<file path="src/owbm_pkg.sv">
// shared types, constants and register map of the one-wire bus master
// no dependencies; the top level, owbm_regs and owbm_step import this package
`default_nettype none

package owbm_pkg;

  localparam int unsigned TIME_WIDTH = 11;
  localparam int unsigned BYTE_W     = 8;
  localparam int unsigned APB_DATA_W = 32;
  localparam int unsigned APB_ADDR_W = 5;
  localparam int unsigned REG_IDX_W  = 3;

  // register reset values
  localparam logic [TIME_WIDTH-1:0] RESET_LOW_TIME_RST     = TIME_WIDTH'(520);
  localparam logic [BYTE_W-1:0]     PRESENCE_INTERVAL_RST  = 8'd5;
  localparam logic [BYTE_W-1:0]     PRESENCE_SAMPLES_RST   = 8'd96;
  localparam logic [BYTE_W-1:0]     PRESENCE_LIMIT_RST     = 8'd83;
  localparam logic [BYTE_W-1:0]     WRITE_ZERO_LOW_RST     = 8'd70;
  localparam logic [BYTE_W-1:0]     WRITE_ONE_LOW_RST      = 8'd10;
  localparam logic [BYTE_W-1:0]     READ_SAMPLE_TIME_RST   = 8'd16;
  localparam logic [BYTE_W-1:0]     SLOT_TIME_RST          = 8'd80;

  typedef enum logic [1:0] {
    MODE_TICK  = 2'd0,
    MODE_RESET = 2'd1,
    MODE_WRITE = 2'd2,
    MODE_READ  = 2'd3
  } owbm_mode_e;

  typedef enum logic [2:0] {
    PH_IDLE     = 3'd0,
    PH_RST_LOW  = 3'd1,
    PH_PRESENCE = 3'd2,
    PH_WRITE    = 3'd3,
    PH_READ     = 3'd4
  } owbm_phase_e;

  typedef enum logic [REG_IDX_W-1:0] {
    REG_RESET_LOW_TIME    = 3'd0,
    REG_PRESENCE_INTERVAL = 3'd1,
    REG_PRESENCE_SAMPLES  = 3'd2,
    REG_PRESENCE_LIMIT    = 3'd3,
    REG_WRITE_ZERO_LOW    = 3'd4,
    REG_WRITE_ONE_LOW     = 3'd5,
    REG_READ_SAMPLE_TIME  = 3'd6,
    REG_SLOT_TIME         = 3'd7
  } owbm_reg_e;

  typedef struct packed {
    logic [TIME_WIDTH-1:0] reset_low_time;
    logic [BYTE_W-1:0]     presence_interval;
    logic [BYTE_W-1:0]     presence_samples;
    logic [BYTE_W-1:0]     presence_limit;
    logic [BYTE_W-1:0]     write_zero_low_time;
    logic [BYTE_W-1:0]     write_one_low_time;
    logic [BYTE_W-1:0]     read_sample_time;
    logic [BYTE_W-1:0]     slot_time;
  } owbm_cfg_t;

  typedef struct packed {
    logic [1:0]        mode;
    logic [BYTE_W-1:0] write_value;
    logic              line_level;
  } owbm_item_t;

  typedef struct packed {
    logic              drive_low;
    logic              busy_res;
    logic              done_res;
    logic [BYTE_W-1:0] presence_count;
    logic              device_present;
    logic [BYTE_W-1:0] read_value;
  } owbm_res_t;

endpackage

`default_nettype wire

</file>
<file path="src/owbm_cmd_if.sv">
// command / tick channel of the one-wire bus master
// valid-ready handshake; payload widths follow owbm_pkg
`default_nettype none

interface owbm_cmd_if;
  logic       valid;
  logic       ready;
  logic [1:0] mode;
  logic [7:0] write_value;
  logic       line_level;

  modport source (output valid, mode, write_value, line_level, input ready);
  modport sink   (input valid, mode, write_value, line_level, output ready);
endinterface

`default_nettype wire

</file>
<file path="src/owbm_res_if.sv">
// result channel of the one-wire bus master
// valid-ready handshake; payload widths follow owbm_pkg
`default_nettype none

interface owbm_res_if;
  logic       valid;
  logic       ready;
  logic       drive_low;
  logic       busy_res;
  logic       done_res;
  logic [7:0] presence_count;
  logic       device_present;
  logic [7:0] read_value;

  modport source (output valid, drive_low, busy_res, done_res, presence_count,
                  device_present, read_value, input ready);
  modport sink   (input valid, drive_low, busy_res, done_res, presence_count,
                  device_present, read_value, output ready);
endinterface

`default_nettype wire

</file>
<file path="src/one_wire_bus_master_unit.sv">
// top level of the one-wire bus master: handshakes, result register, apb port
// depends on owbm_pkg, owbm_cmd_if, owbm_res_if, owbm_regs and owbm_step
//
//   channel   dir   handshake          payload
//   cmd_i     in    valid / ready      mode, write_value, line_level
//   res_o     out   valid / ready      drive_low, busy_res, done_res,
//                                      presence_count, device_present, read_value
//   apb       in    psel / penable     paddr, pwdata, prdata (pready tied high)
//
// one transaction per cycle while cmd ready is high: each accepted tick or command updates the
// sequencer state and loads the result register at the same edge
// the result register sits between the two sides; cmd ready is low only while
// a result waits and the sink holds ready low
// reset is asynchronous and active low; no clearing pass is needed after it
// configuration writes are taken at any time, one register per apb access
`default_nettype none

module one_wire_bus_master_unit import owbm_pkg::*; (
  input  logic                  clk_i,
  input  logic                  rst_ni,
  owbm_cmd_if.sink              cmd_i,
  owbm_res_if.source            res_o,
  input  logic                  psel,
  input  logic                  penable,
  input  logic                  pwrite,
  input  logic [APB_ADDR_W-1:0] paddr,
  input  logic [APB_DATA_W-1:0] pwdata,
  output logic [APB_DATA_W-1:0] prdata,
  output logic                  pready
);

  owbm_cfg_t  cfg;
  owbm_item_t item;
  owbm_res_t  res_d, res_q;
  logic       res_valid_q;
  logic       cmd_accept;

  // configuration registers
  owbm_regs u_regs (
    .clk_i   (clk_i),
    .rst_ni  (rst_ni),
    .psel    (psel),
    .penable (penable),
    .pwrite  (pwrite),
    .paddr   (paddr),
    .pwdata  (pwdata),
    .prdata  (prdata),
    .pready  (pready),
    .cfg_o   (cfg)
  );

  // take a new transaction whenever the result slot is free or being drained
  assign cmd_i.ready = !res_valid_q || res_o.ready;
  assign cmd_accept  = cmd_i.valid && cmd_i.ready;

  assign item.mode        = cmd_i.mode;
  assign item.write_value = cmd_i.write_value;
  assign item.line_level  = cmd_i.line_level;

  // phase, timing counters and shift byte
  owbm_step u_step (
    .clk_i  (clk_i),
    .rst_ni (rst_ni),
    .step_i (cmd_accept),
    .item_i (item),
    .cfg_i  (cfg),
    .res_o  (res_d)
  );

  // result valid flag
  always_ff @(posedge clk_i or negedge rst_ni) begin
    if (!rst_ni) begin
      res_valid_q <= 1'b0;
    end else if (cmd_accept) begin
      res_valid_q <= 1'b1;
    end else if (res_o.ready) begin
      res_valid_q <= 1'b0;
    end
  end

  // result payload, no reset needed
  always_ff @(posedge clk_i) begin
    if (cmd_accept) begin
      res_q <= res_d;
    end
  end

  assign res_o.valid          = res_valid_q;
  assign res_o.drive_low      = res_q.drive_low;
  assign res_o.busy_res       = res_q.busy_res;
  assign res_o.done_res       = res_q.done_res;
  assign res_o.presence_count = res_q.presence_count;
  assign res_o.device_present = res_q.device_present;
  assign res_o.read_value     = res_q.read_value;

  // a stalled result is never overwritten
  assert property (@(posedge clk_i) disable iff (!rst_ni)
    cmd_accept |-> !(res_valid_q && !res_o.ready))
    else $error("transaction accepted over a stalled result");

  // every accepted transaction shows up as a result in the next cycle
  assert property (@(posedge clk_i) disable iff (!rst_ni)
    cmd_accept |=> res_o.valid)
    else $error("result missing after accepted transaction");

  // the finishing item releases the bus and ends the operation
  assert property (@(posedge clk_i) disable iff (!rst_ni)
    res_o.valid && res_o.done_res |-> !res_o.busy_res && !res_o.drive_low)
    else $error("done result still busy or driving");

  // the bus is only pulled low while an operation runs
  assert property (@(posedge clk_i) disable iff (!rst_ni)
    res_o.valid && res_o.drive_low |-> res_o.busy_res)
    else $error("bus driven low while idle");

endmodule

`default_nettype wire

</file>
<file path="src/owbm_regs.sv">
// apb-style configuration register file of the one-wire bus master
// depends on owbm_pkg
`default_nettype none

module owbm_regs import owbm_pkg::*; (
  input  logic                  clk_i,
  input  logic                  rst_ni,
  input  logic                  psel,
  input  logic                  penable,
  input  logic                  pwrite,
  input  logic [APB_ADDR_W-1:0] paddr,
  input  logic [APB_DATA_W-1:0] pwdata,
  output logic [APB_DATA_W-1:0] prdata,
  output logic                  pready,
  output owbm_cfg_t             cfg_o
);

  owbm_cfg_t cfg_q, cfg_d;
  owbm_reg_e reg_sel;
  logic      wr_en;

  assign pready  = 1'b1;
  assign reg_sel = owbm_reg_e'(paddr[APB_ADDR_W-1:2]);
  assign wr_en   = psel && penable && pwrite;

  always_comb begin
    cfg_d = cfg_q;
    if (wr_en) begin
      case (reg_sel)
        REG_RESET_LOW_TIME:    cfg_d.reset_low_time      = pwdata[TIME_WIDTH-1:0];
        REG_PRESENCE_INTERVAL: cfg_d.presence_interval   = pwdata[BYTE_W-1:0];
        REG_PRESENCE_SAMPLES:  cfg_d.presence_samples    = pwdata[BYTE_W-1:0];
        REG_PRESENCE_LIMIT:    cfg_d.presence_limit      = pwdata[BYTE_W-1:0];
        REG_WRITE_ZERO_LOW:    cfg_d.write_zero_low_time = pwdata[BYTE_W-1:0];
        REG_WRITE_ONE_LOW:     cfg_d.write_one_low_time  = pwdata[BYTE_W-1:0];
        REG_READ_SAMPLE_TIME:  cfg_d.read_sample_time    = pwdata[BYTE_W-1:0];
        REG_SLOT_TIME:         cfg_d.slot_time           = pwdata[BYTE_W-1:0];
        default: ;
      endcase
    end
  end

  always_comb begin
    case (reg_sel)
      REG_RESET_LOW_TIME:    prdata = APB_DATA_W'(cfg_q.reset_low_time);
      REG_PRESENCE_INTERVAL: prdata = APB_DATA_W'(cfg_q.presence_interval);
      REG_PRESENCE_SAMPLES:  prdata = APB_DATA_W'(cfg_q.presence_samples);
      REG_PRESENCE_LIMIT:    prdata = APB_DATA_W'(cfg_q.presence_limit);
      REG_WRITE_ZERO_LOW:    prdata = APB_DATA_W'(cfg_q.write_zero_low_time);
      REG_WRITE_ONE_LOW:     prdata = APB_DATA_W'(cfg_q.write_one_low_time);
      REG_READ_SAMPLE_TIME:  prdata = APB_DATA_W'(cfg_q.read_sample_time);
      REG_SLOT_TIME:         prdata = APB_DATA_W'(cfg_q.slot_time);
      default:               prdata = '0;
    endcase
  end

  always_ff @(posedge clk_i or negedge rst_ni) begin
    if (!rst_ni) begin
      cfg_q.reset_low_time      <= RESET_LOW_TIME_RST;
      cfg_q.presence_interval   <= PRESENCE_INTERVAL_RST;
      cfg_q.presence_samples    <= PRESENCE_SAMPLES_RST;
      cfg_q.presence_limit      <= PRESENCE_LIMIT_RST;
      cfg_q.write_zero_low_time <= WRITE_ZERO_LOW_RST;
      cfg_q.write_one_low_time  <= WRITE_ONE_LOW_RST;
      cfg_q.read_sample_time    <= READ_SAMPLE_TIME_RST;
      cfg_q.slot_time           <= SLOT_TIME_RST;
    end else begin
      cfg_q <= cfg_d;
    end
  end

  assign cfg_o = cfg_q;

endmodule

`default_nettype wire

</file>
<file path="src/owbm_step.sv">
// bus sequencer of the one-wire bus master: phase, slot timing and sampling
// depends on owbm_pkg; state advances once per accepted transaction
`default_nettype none

module owbm_step import owbm_pkg::*; (
  input  logic       clk_i,
  input  logic       rst_ni,
  input  logic       step_i,
  input  owbm_item_t item_i,
  input  owbm_cfg_t  cfg_i,
  output owbm_res_t  res_o
);

  owbm_phase_e           phase_q, phase_d;
  logic [TIME_WIDTH-1:0] tick_q, tick_d, tick_inc;
  logic [2:0]            bit_q, bit_d;
  logic [BYTE_W-1:0]     shift_q, shift_d;
  logic [BYTE_W-1:0]     sample_q, sample_d;
  logic [BYTE_W-1:0]     high_q, high_d;
  logic                  present_q, present_d;
  logic [BYTE_W-1:0]     last_read_q, last_read_d;
  logic [BYTE_W-1:0]     slot_eff, ivl_eff, rd_pt, low_pt;
  logic                  drive, done, writing;

  // low times and sample point stay inside 1 .. slot-1
  function automatic logic [BYTE_W-1:0] clamp_slot(input logic [BYTE_W-1:0] v,
                                                   input logic [BYTE_W-1:0] s);
    logic [BYTE_W-1:0] top;
    top = s - 8'd1;
    if (v == '0) begin
      return 8'd1;
    end else if (v > top) begin
      return top;
    end else begin
      return v;
    end
  endfunction

  assign slot_eff = (cfg_i.slot_time < 8'd2) ? 8'd2 : cfg_i.slot_time;
  assign ivl_eff  = (cfg_i.presence_interval == '0) ? 8'd1 : cfg_i.presence_interval;
  assign rd_pt    = clamp_slot(cfg_i.read_sample_time, slot_eff);
  assign tick_inc = tick_q + TIME_WIDTH'(1);
  assign writing  = (phase_q == PH_WRITE);

  always_comb begin
    phase_d     = phase_q;
    tick_d      = tick_q;
    bit_d       = bit_q;
    shift_d     = shift_q;
    sample_d    = sample_q;
    high_d      = high_q;
    present_d   = present_q;
    last_read_d = last_read_q;
    drive       = 1'b0;
    done        = 1'b0;
    low_pt      = '0;
    case (phase_q)
      PH_IDLE: begin
        if (owbm_mode_e'(item_i.mode) != MODE_TICK) begin
          tick_d = '0;
          bit_d  = '0;
          drive  = 1'b1;
          case (owbm_mode_e'(item_i.mode))
            MODE_RESET: begin
              phase_d  = PH_RST_LOW;
              high_d   = '0;
              sample_d = '0;
            end
            MODE_WRITE: begin
              phase_d = PH_WRITE;
              shift_d = item_i.write_value;
            end
            default: begin
              phase_d = PH_READ;
              shift_d = '0;
            end
          endcase
        end
      end
      PH_RST_LOW: begin
        if (tick_inc >= cfg_i.reset_low_time) begin
          phase_d = PH_PRESENCE;
          tick_d  = '0;
        end else begin
          tick_d = tick_inc;
          drive  = 1'b1;
        end
      end
      PH_PRESENCE: begin
        if (tick_inc >= TIME_WIDTH'(ivl_eff)) begin
          tick_d = '0;
          if (item_i.line_level && high_q != 8'hFF) begin
            high_d = high_q + 8'd1;
          end
          sample_d = sample_q + 8'd1;
          if (sample_d >= cfg_i.presence_samples) begin
            present_d = (high_d <= cfg_i.presence_limit);
            phase_d   = PH_IDLE;
            done      = 1'b1;
          end
        end else begin
          tick_d = tick_inc;
        end
      end
      PH_WRITE, PH_READ: begin
        tick_d = tick_inc;
        if (!writing && tick_inc == TIME_WIDTH'(rd_pt)) begin
          shift_d[bit_q] = shift_q[bit_q] | item_i.line_level;
        end
        if (tick_inc >= TIME_WIDTH'(slot_eff)) begin
          tick_d = '0;
          if (bit_q == 3'd7) begin
            if (!writing) begin
              last_read_d = shift_d;
            end
            phase_d = PH_IDLE;
            bit_d   = '0;
            done    = 1'b1;
          end else begin
            bit_d = bit_q + 3'd1;
            if (writing) begin
              shift_d = shift_d >> 1;
            end
          end
        end
        low_pt = clamp_slot(shift_d[0] ? cfg_i.write_one_low_time
                                       : cfg_i.write_zero_low_time, slot_eff);
        if (!done) begin
          drive = writing ? (tick_d < TIME_WIDTH'(low_pt)) : (tick_d == '0);
        end
      end
      default: begin
        phase_d = PH_IDLE;
      end
    endcase
  end

  always_ff @(posedge clk_i or negedge rst_ni) begin
    if (!rst_ni) begin
      phase_q     <= PH_IDLE;
      tick_q      <= '0;
      bit_q       <= '0;
      shift_q     <= '0;
      sample_q    <= '0;
      high_q      <= '0;
      present_q   <= 1'b0;
      last_read_q <= '0;
    end else if (step_i) begin
      phase_q     <= phase_d;
      tick_q      <= tick_d;
      bit_q       <= bit_d;
      shift_q     <= shift_d;
      sample_q    <= sample_d;
      high_q      <= high_d;
      present_q   <= present_d;
      last_read_q <= last_read_d;
    end
  end

  assign res_o.drive_low      = drive;
  assign res_o.busy_res       = (phase_d != PH_IDLE);
  assign res_o.done_res       = done;
  assign res_o.presence_count = high_d;
  assign res_o.device_present = present_d;
  assign res_o.read_value     = last_read_d;

endmodule

`default_nettype wire
</file>
<file path="src/flat_wrapper.sv">
// flat-port wrapper written by rule: the top's interface ports become plain ports
module one_wire_bus_master_unit_flat import owbm_pkg::*;
  (clk_i, rst_ni, psel, penable, pwrite, paddr, pwdata, prdata, pready, cmd_i_valid, cmd_i_mode, cmd_i_write_value, cmd_i_line_level, cmd_i_ready, res_o_valid, res_o_drive_low, res_o_busy_res, res_o_done_res, res_o_presence_count, res_o_device_present, res_o_read_value, res_o_ready);
  owbm_cmd_if cmd_i_i ();
  owbm_res_if res_o_i ();
  input  logic clk_i;
  input  logic rst_ni;
  input  logic psel;
  input  logic penable;
  input  logic pwrite;
  input  logic [APB_ADDR_W-1:0] paddr;
  input  logic [APB_DATA_W-1:0] pwdata;
  output logic [APB_DATA_W-1:0] prdata;
  output logic pready;
  input wire logic [$bits(cmd_i_i.valid)-1:0] cmd_i_valid;
  input wire logic [$bits(cmd_i_i.mode)-1:0] cmd_i_mode;
  input wire logic [$bits(cmd_i_i.write_value)-1:0] cmd_i_write_value;
  input wire logic [$bits(cmd_i_i.line_level)-1:0] cmd_i_line_level;
  output wire logic [$bits(cmd_i_i.ready)-1:0] cmd_i_ready;
  output wire logic [$bits(res_o_i.valid)-1:0] res_o_valid;
  output wire logic [$bits(res_o_i.drive_low)-1:0] res_o_drive_low;
  output wire logic [$bits(res_o_i.busy_res)-1:0] res_o_busy_res;
  output wire logic [$bits(res_o_i.done_res)-1:0] res_o_done_res;
  output wire logic [$bits(res_o_i.presence_count)-1:0] res_o_presence_count;
  output wire logic [$bits(res_o_i.device_present)-1:0] res_o_device_present;
  output wire logic [$bits(res_o_i.read_value)-1:0] res_o_read_value;
  input wire logic [$bits(res_o_i.ready)-1:0] res_o_ready;
  assign cmd_i_i.valid = cmd_i_valid;
  assign cmd_i_i.mode = cmd_i_mode;
  assign cmd_i_i.write_value = cmd_i_write_value;
  assign cmd_i_i.line_level = cmd_i_line_level;
  assign cmd_i_ready = cmd_i_i.ready;
  assign res_o_valid = res_o_i.valid;
  assign res_o_drive_low = res_o_i.drive_low;
  assign res_o_busy_res = res_o_i.busy_res;
  assign res_o_done_res = res_o_i.done_res;
  assign res_o_presence_count = res_o_i.presence_count;
  assign res_o_device_present = res_o_i.device_present;
  assign res_o_read_value = res_o_i.read_value;
  assign res_o_i.ready = res_o_ready;
  one_wire_bus_master_unit u_core (.clk_i(clk_i), .rst_ni(rst_ni), .cmd_i(cmd_i_i), .res_o(res_o_i), .psel(psel), .penable(penable), .pwrite(pwrite), .paddr(paddr), .pwdata(pwdata), .prdata(prdata), .pready(pready));
endmodule
</file>
<file path="config.mk">
export PLATFORM = sky130hd
export DESIGN_NAME = one_wire_bus_master_unit_flat
export DESIGN_NICKNAME = d
export VERILOG_FILES = /design/src/owbm_pkg.sv /design/src/owbm_cmd_if.sv /design/src/owbm_res_if.sv /design/src/one_wire_bus_master_unit.sv /design/src/owbm_regs.sv /design/src/owbm_step.sv /design/src/flat_wrapper.sv
export SDC_FILE = /design/constraint.sdc
export NUM_CORES = 1
export LEC_CHECK = 0
export ABC_AREA = 0
export BUFFER_PORTS_ARGS = -buffer_cell sky130_fd_sc_hd__buf_4
export CELL_PAD_IN_SITES_DETAIL_PLACEMENT = 1
export CELL_PAD_IN_SITES_GLOBAL_PLACEMENT = 1
export CORE_ASPECT_RATIO = 1.4
export CORE_MARGIN = 4
export CORE_UTILIZATION = 50
export DETAILED_ROUTE_END_ITERATION = 8
export GPL_TIMING_DRIVEN = 0
export PLACE_DENSITY = 0.84
export SKIP_CTS_REPAIR_TIMING = 1
export SLEW_MARGIN = 0
export SYNTH_ARGS = -nofsm -noshare
export SYNTH_HDL_FRONTEND = slang
export SYNTH_HIERARCHICAL = 1
export SYNTH_SLANG_ARGS = --single-unit
</file>
<file path="constraint.sdc">
create_clock -name clk_i -period 17.5 [get_ports clk_i]
set_input_delay 2.625 -clock clk_i [delete_from_list [all_inputs] [get_ports clk_i]]
set_output_delay 2.625 -clock clk_i [all_outputs]
set_load 0.005 [all_outputs]
</file>
==> results.md <==
* Worst min path class: flip-flop to flip-flop
* Crit path top cell by count: ha_1
* Clk buf depth at 2
* Initial antenna violation count at 0
* Multi-input logic area at 5650 um2
* Slowest cell delay on critical path at 1.06 ns
* Core area at 19200 um2
* Final wirelength at 29900 um
* Endpoints failing setup at 0
* Initial drt markers at 509
* FILL cells at 2228
* Peak VDD IR at 0.0819 mV
* Post-synth cell types at 81
* CP endpoint kind: flip-flop
* WL/cell at 22.1 um
* Die span in x at 126 um
* Fin crit share at 60.7%
* Via/cell ratio at 6.00
* Dpl ws at 7.23 ns
* Register bit total from synthesis at 138
* Most common cell after layout, fill and taps aside: dfrtp_1
* Max stage delay cell, worst path: o31ai_1
* Buffers on Ports at 63
* CTS clk-pin slew, worst paths at 0.07 ns
* Global-route wire length before repair at 47700 um
* Top sig layer: met4
* Grt ovf at 0
* Final HPWL DP at 22100 um
* Met2 wire length at 15800 um
* Global Route Usage Sum at 27.4%
* R2R depth at 41
* NumNets Final at 1214
* Final Wtd Congestion at 0.887
* Initial Util at 50.7%
* Root Driver: clkbuf_16
* Post-DRT Antenna Nets at 0
* Row Count at 60
* Drc violations at 0
* # diodes at 0
* CTS tree: yes
* P_leak at 0.00523 uW
* Ys flop type: dfrtp_1
* Via count of the first global-routing pass at 8812
* IO Count at 110
* Critical R2R Launch: u_core/u_regs/cfg_o[5]$_DFFE_PN0P_
* CP startpoint: u_core/u_regs/cfg_o[5]$_DFFE_PN0P_
* Layout Area Growth over Synthesis at 15.0%
* Critical Path RT at 17.81 ns
* Vias at 8100
* Worst Tran Pin Value at 1.30 ns
* Pin count of the biggest net entering global routing at 89
* Max Slew Vio Count at 0
* Status: completed
* Final min period at 10.62 ns
* Peak Freq at 0.0941 GHz
* Reg2reg setup slack at 6.88 ns
* CP arrival at 10.93 ns
* Maxcap violations at 0
* 1st-pass router iterations at 5
* Pwr dens at 128 nW/um2
* Share of post-route cells with drive strength above 1 at 24.3%
* Clk_lat worst skew at 0.43 ns
* Synth Cell Area at 9750 um2
* Post-synth ARST share at 85.5%
* Synth Instances at 985
* CTS HTree Levels at 4
* Final core occ at 58.3%
* Post-Route Setup TNS at 0 ns
* WL met3 at 1010 um
* R2r endpoint: u_core/res_o.drive_low$_DFFE_PP_
* Clock skew at 0.00846 ns
* Critical Path Start Type: flip-flop
* Final WS setup at 6.88 ns
* Met1 WL at 12100 um
* Most frequent cells in the layout: dfrtp_1, buf_4, mux2_2, nand2_1, inv_1
* Die Height at 173 um
* CTS sink count at 138
* CP max FO at 10
* Die ar. at 21800 um2
* Worst setup path end: u_core/res_o.drive_low$_DFFE_PP_
* Hold Crit Depth at 1
* Total area of sequential cells at 3580 um2
* Synthesis warning total at 6
* Post-synthesis sequential area ratio at 36.7%
* Slew margin rel. at 12.9%
* RSZ-0062 raised after global routing: false
* Number of synthesized flops with an enable pin at 20
* Hold Vio Cnt, Final at 0
* Num CTS Buffers at 17
* Syn Area/Cell at 9.90 um2
* CP Class: flip-flop to flip-flop
## sequential cells by signal, summed over array words and instances (netlist names), 3 cells and up
signal	cells
u_core/u_regs/cfg_o	67
u_core/u_step/high_q	8
u_core/u_step/last_read_q	8
u_core/u_step/phase_q	3
u_core/u_step/shift_q	8
u_core/res_o.presence_count	8
u_core/u_step/bit_q	3
u_core/res_o.read_value	8
u_core/u_step/tick_q	11
u_core/u_step/sample_q	8
## cell families (layout without fill, tap and decap cells)
logic type | Yosys count | after routing | share of synthesized area (%)
and+or+nand+nor | 268 | 268 | 14.3
AOI/OAI and AO/OA | 205 | 205 | 14.5
muxes | 140 | 140 | 16.4
DFF | 138 | 138 | 36.7
buffers and inverters | 130 | 226 | 6.16
adders and majority gates | 71 | 71 | 9.11
xor gates and xnor gates | 31 | 31 | 2.78
other | 2 | 22 | 0.0770
## stage by stage
stage                     hold WS (ns)  std cells  power [uW]  instance area (um2)
after detailed placement         0.496       1317        1070                10600
final                            0.508       1349        1440                11200
after CTS                        0.511       1349        1440                11200
after global placement           0.484       1316        1030                10600
after floorplan                  0.469       1005         874                 9820
after global routing             0.535       1349        1530                11200
## final cells by class
cell class	count	share of cell area (%)
well taps	248	2.77
plain buffers	57	2.91
flip-flops and latches	138	31.9
clock inverters	13	1.07
repair buffers	64	4.50
multi-input cells	737	50.4
clock buffers	19	4.04
inverters	73	2.44
## power breakdown
group          switching [uW]  total (uW)  internal (uW)
Sequential               69.7         469            400
Combinational             351         614            263
Clock                     161         357            196
## worst min path at each step
stage | startpoint | end | slack, ns
after floorplan | u_core/u_step/sample_q[7]$_DFFE_PN0P_ | u_core/u_step/sample_q[7]$_DFFE_PN0P_ | 0.47
after global placement | u_core/u_step/last_read_q[1]$_DFFE_PN0P_ | u_core/u_step/last_read_q[1]$_DFFE_PN0P_ | 0.48
after detailed placement | u_core/u_step/present_q$_DFFE_PN0P_ | u_core/u_step/present_q$_DFFE_PN0P_ | 0.50
after CTS | u_core/u_step/present_q$_DFFE_PN0P_ | u_core/u_step/present_q$_DFFE_PN0P_ | 0.51
after global routing | u_core/u_step/last_read_q[6]$_DFFE_PN0P_ | u_core/u_step/last_read_q[6]$_DFFE_PN0P_ | 0.53
final | u_core/u_step/present_q$_DFFE_PN0P_ | u_core/u_step/present_q$_DFFE_PN0P_ | 0.51
## synthesized netlist by cell type (18+ instances only)
cell,n,share of area (%)
dfrtp_1,100,26
mux2_2,79,9.1
nand2_1,78,3.0
inv_1,73,2.8
ha_1,71,9.1
nor2_1,54,2.1
mux2i_1,41,4.2
o21ai_0,38,2.0
a21oi_1,29,1.5
buf_4,26,2.0
clkbuf_1,23,0.89
nand3_1,22,1.1
o21ai_1,21,1.1
edfxtp_1,20,6.2
xnor2_1,19,1.7
dfstp_2,18,4.9
## layer usage
layer	GRT usage [%]	vias up
li1	-	3718
met1	32.3	4114
met2	50.0	207
met3	3.64	61
met4	10.8	0
met5	0	-
## critical path: cells and delay by family (launching register included)
family / cells / cell delay, ns
AO/OA/AOI/OAI: 19 / 5.44
AND/OR/NAND/NOR: 11 / 1.50
adder cells (fa/ha/maj): 4 / 1.27
multiplexers: 3 / 1.10
XOR/XNOR: 1 / 0.16
buffers and inverters: 3 / 0.60
flip-flops: 1 / 0.41
Power figures use the tool's default switching activity.
